===== config.mk =====
export PLATFORM = sky130hd
export DESIGN_NAME = lgps_ctrl
export DESIGN_NICKNAME = d
export VERILOG_FILES = /design/src/design/lgps_pkg.sv /design/src/design/lgps_ctrl.sv
export SDC_FILE = /design/constraint.sdc
export NUM_CORES = 1
export LEC_CHECK = 0
export ABC_AREA = 0
export BUFFER_PORTS_ARGS = -buffer_cell sky130_fd_sc_hd__clkbuf_2
export CAP_MARGIN = 10
export CORE_AREA = 10 10 47 49
export CTS_CLUSTER_SIZE = 24
export DETAILED_ROUTE_END_ITERATION = 12
export DIE_AREA = 0 0 57 59
export PLACE_DENSITY = 0.36
export REMOVE_ABC_BUFFERS = 1
export SKIP_CTS_REPAIR_TIMING = 1
export SYNTH_ARGS = -nofsm -noshare
export SYNTH_HDL_FRONTEND = slang
export SYNTH_SLANG_ARGS = --single-unit

===== constraint.sdc =====
create_clock -name clk -period 1.4 [get_ports clk]
set_clock_uncertainty 0.15 [all_clocks]
set_input_delay 0.28 -clock clk [delete_from_list [all_inputs] [get_ports clk]]
set_output_delay 0.28 -clock clk [all_outputs]
set_load 0.01 [all_outputs]

===== src/design/lgps_pkg.sv =====
// Package with shared types and constants of the lookahead goal point search block.
package lgps_pkg;

  localparam int ROT_FRAC   = 14;
  localparam int SPEED_BITS = 12;
  localparam int LAP_BITS   = 9;
  localparam int OUT_COORD  = 24;

  typedef enum logic [1:0] {
    CMD_CLEAR      = 2'd0,
    CMD_APPEND_PRI = 2'd1,
    CMD_APPEND_ALT = 2'd2,
    CMD_QUERY      = 2'd3
  } cmd_t;

  typedef enum logic [2:0] {
    ST_IDLE,
    ST_SCAN,
    ST_DRAIN,
    ST_SQRT,
    ST_OUT
  } state_t;

  typedef struct packed {
    logic start;
    logic issue;
    logic sqrt_start;
    logic load_out;
  } ctrl_t;

  typedef struct packed {
    logic scan_last;
    logic pipe_empty;
    logic sqrt_done;
  } stat_t;

endpackage


===== src/design/lgps_ctrl.sv =====
// Controller state machine of the goal point search.
module lgps_ctrl (
  input  logic             clk,
  input  logic             rst_n,
  input  logic             query,
  input  logic             scan_empty,
  input  logic             out_free,
  input  lgps_pkg::stat_t  stat,
  output lgps_pkg::ctrl_t  ctrl,
  output logic             busy
);

  lgps_pkg::state_t state_r, state_nxt;

  always_ff @(posedge clk) begin
    if (!rst_n) begin
      state_r <= lgps_pkg::ST_IDLE;
    end else begin
      state_r <= state_nxt;
    end
  end

  always_comb begin
    state_nxt = state_r;
    ctrl = '0;
    busy = 1'b1;
    unique case (state_r)
      lgps_pkg::ST_IDLE: begin
        busy = 1'b0;
        if (query) begin
          ctrl.start = 1'b1;
          state_nxt = scan_empty ? lgps_pkg::ST_DRAIN : lgps_pkg::ST_SCAN;
        end
      end
      lgps_pkg::ST_SCAN: begin
        ctrl.issue = 1'b1;
        if (stat.scan_last) state_nxt = lgps_pkg::ST_DRAIN;
      end
      lgps_pkg::ST_DRAIN: begin
        if (stat.pipe_empty) begin
          ctrl.sqrt_start = 1'b1;
          state_nxt = lgps_pkg::ST_SQRT;
        end
      end
      lgps_pkg::ST_SQRT: begin
        if (stat.sqrt_done) state_nxt = lgps_pkg::ST_OUT;
      end
      lgps_pkg::ST_OUT: begin
        if (out_free) begin
          ctrl.load_out = 1'b1;
          state_nxt = lgps_pkg::ST_IDLE;
        end
      end
      default: state_nxt = lgps_pkg::ST_IDLE;
    endcase
  end

endmodule


==> impl_metrics.py <==
metrics = {
    "outcome": {
        "run_status": "complete, but fails checks",
        "violations": "setup timing",
    },
    "sta": {
        "setup_violations": 5,
        "fmax_mhz": 633,
        "hold_viol": 0,
        "max_slew_margin_pct": 82.5,
        "fin_crit_sh_pct": 113,
        "period_minus_slack_ns": 1.58,
        "rsz0062_at_grt": "yes",
        "tightest_slew_ns": 0.263,
        "final_max_slew_viol_count": 0,
        "setup_ws_ns": -0.181,
        "setup_tns_ns": -0.489,
    },
    "power": {
        "p_leak_nw": 0.184,
        "p_per_area_mw_per_mm2": 979,
        "ir_drop_mv": 0.335,
    },
    "layout": {
        "fin_cells": 63,
        "drive_gt1_share_pct": 59.6,
        "largest_register_ffs": 3,
        "nets": 56,
        "top_register": "state_r",
        "reg_top3": "state_r x3",
        "area_delta_synth_final_pct": 80.5,
        "antenna_cells": 0,
        "utilization_pct": 27.2,
        "n_fill_cell": 173,
    },
    "worst_setup_path": {
        "arrival_ns": 1.15,
        "start_kind": "flop",
        "regToRegStartpoint": "state_r[2]",
        "rr_endpoint": "state_r[1]",
        "regToRegSetupSlack_ns": 0.06,
        "cp_data_required_time_ns": 0.97,
        "worstRegToRegCells": 3,
        "worst-path-max-fanout": 4,
        "path_class": "reg2out",
        "cp-end-kind": "primary output",
    },
    "die": {
        "core_mm2": 0.00140,
        "initial_core_util_pct": 15.1,
        "die_height_um": 59,
        "rows": 14,
        "die_area_mm2": 0.00336,
        "die_width_um": 57,
        "pin_count": 13,
    },
    "logic_synthesis": {
        "synth-seq-area-share_pct": 28.4,
        "synthCells": 26,
        "synth_cell_type_count": 18,
        "synth_top_area_cell": "dfxtp_1",
        "yosys_warnings": 0,
        "synth_top_area_share_pct": 28.4,
        "ys_top_cells_by_area": "dfxtp_1, nor3_1, nor2b_1, mux2_2, a222oi_1",
        "synth_area_um2": 211,
        "syn_area_per_cell_um2": 8.13,
        "ys_ff_latch": 3,
    },
    "clock_tree": {
        "htreeDepth": 1,
        "clock_sinks": 3,
        "cts.root.buffer_cell": "clkbuf_4",
        "numCtsBuffers": 3,
        "cts_tree": "yes",
        "clkTransAtPathRegs_ns": 0.03,
        "clock_latency_ns": 0.24,
        "clk_path_buf_depth": 2,
    },
    "placement": {
        "gp_congestion": 0.737,
        "placedCellCount": 56,
        "pre_cts_slack_ns": 0.0263,
        "io_buffers": 12,
    },
    "worst_hold_path": {
        "min_to": "state_r[1]",
        "hp-start": "stat[0]",
        "worstHoldPathCells": 2,
        "hp-class": "in2reg",
    },
    "drt": {
        "drt_first_pass_iters": 4,
        "drtIter0Drc": 5,
        "wl_per_cell_um": 11.3,
        "wl_um": 709,
        "route.antenna.remaining_nets": 0,
        "route.detailed.drc": 0,
        "viasPerCell": 4.32,
        "vias": 272,
    },
    "grt": {
        "antenna_found_initial": 0,
        "grt_max_degree": 8,
        "grtUsageTotal_pct": 4.44,
        "first_global_vias": 284,
        "grt_remaining_overflow": 0,
        "grt_pass1_wl_mm": 1.08,
    },
    "run": {
        "drv_cap": 0,
    },
}
## metal layers
layer	GRT usage (%)	wire length [um]
met2	7.91	405
met1	2.96	270
met5	0	0
met4	7.05	23
met3	1.29	9
## power by group
group	leakage [nW]	internal (mW)	total [mW]	switching, mW
logic	0.143	0.0681	0.117	0.0489
registers	0.0258	0.0941	0.102	0.00800
clock network	0.0150	0.107	0.155	0.0478
## logic make-up (layout without fill, tap and decap cells)
| group | Yosys count | count (layout) | share of synthesized area [%] |
|---|---|---|---|
| flip-flops | 3 | 3 | 28.4 |
| buffers and inverters | 3 | 24 | 6.51 |
| AO/OA/AOI/OAI | 4 | 4 | 16.6 |
| AND/OR/NAND/NOR | 14 | 14 | 38.5 |
| multiplexers | 2 | 2 | 10.1 |
## per-stage QoR
| stage | total power [mW] | instance area (um2) | hold WS, ns |
|---|---|---|---|
| 2_1_floorplan | 0.147 | 201 | 0.248 |
| 3_3_place_gp | 0.196 | 312 | 0.384 |
| 3_5_place_dp | 0.196 | 312 | 0.386 |
| 4_1_cts | 0.360 | 338 | 0.143 |
| 5_1_grt | 0.401 | 382 | 0.139 |
| 6_report | 0.374 | 382 | 0.137 |
## placed cells by master (no fill, tap or decap)
master,instances
nor3b_2,1
a222oi_1,1
buf_6,2
clkbuf_4,3
inv_1,1
mux2_2,1
nor2_1,2
or3_4,1
nand4b_1,1
or4b_1,1
nor2b_1,2
a21boi_1,1
nand2b_1,1
a221oi_1,1
nor3_1,3
dfxtp_2,3
a311oi_1,1
mux2i_1,1
nand2_1,2
clkbuf_1,1
clkbuf_2,7
buf_4,5
buf_2,5
## final cells by class
cell class	instances	area, um2	area share [%]
Timing Repair Buffer	19	120	31.5
Sequential cell	3	63.8	16.7
Multi-Input combinational cell	20	148	38.7
Clock buffer	4	26.3	6.89
Tap cell	16	20.0	5.25
Inverter	1	3.75	0.984
## cells in the mapped netlist
library cell / instances
a221oi_1: 1
or4b_1: 1
nor3b_1: 1
or3_1: 1
nand2b_1: 1
a21boi_1: 1
nor3_1: 3
nand4b_1: 1
mux2i_1: 1
a222oi_1: 1
nand2_1: 2
nor2b_1: 2
inv_1: 1
buf_2: 2
dfxtp_1: 3
mux2_2: 1
nor2_1: 2
a311oi_1: 1
## critical path, cell delays in order, from the launching register on
cell	delay [ns]
dfxtp_2	0.33
or3_4	0.38
nor2_1	0.08
buf_2	0.13
## worst max path at each step
stage	startpoint	to
after detailed placement	state_r[1]	ctrl[3]
after global routing	state_r[1]	ctrl[3]
after floorplan	state_r[1]	ctrl[3]
after CTS	state_r[1]	ctrl[3]
after global placement	state_r[0]	ctrl[3]
final	state_r[1]	ctrl[3]
No activity file was read; power rests on OpenSTA's default activity.
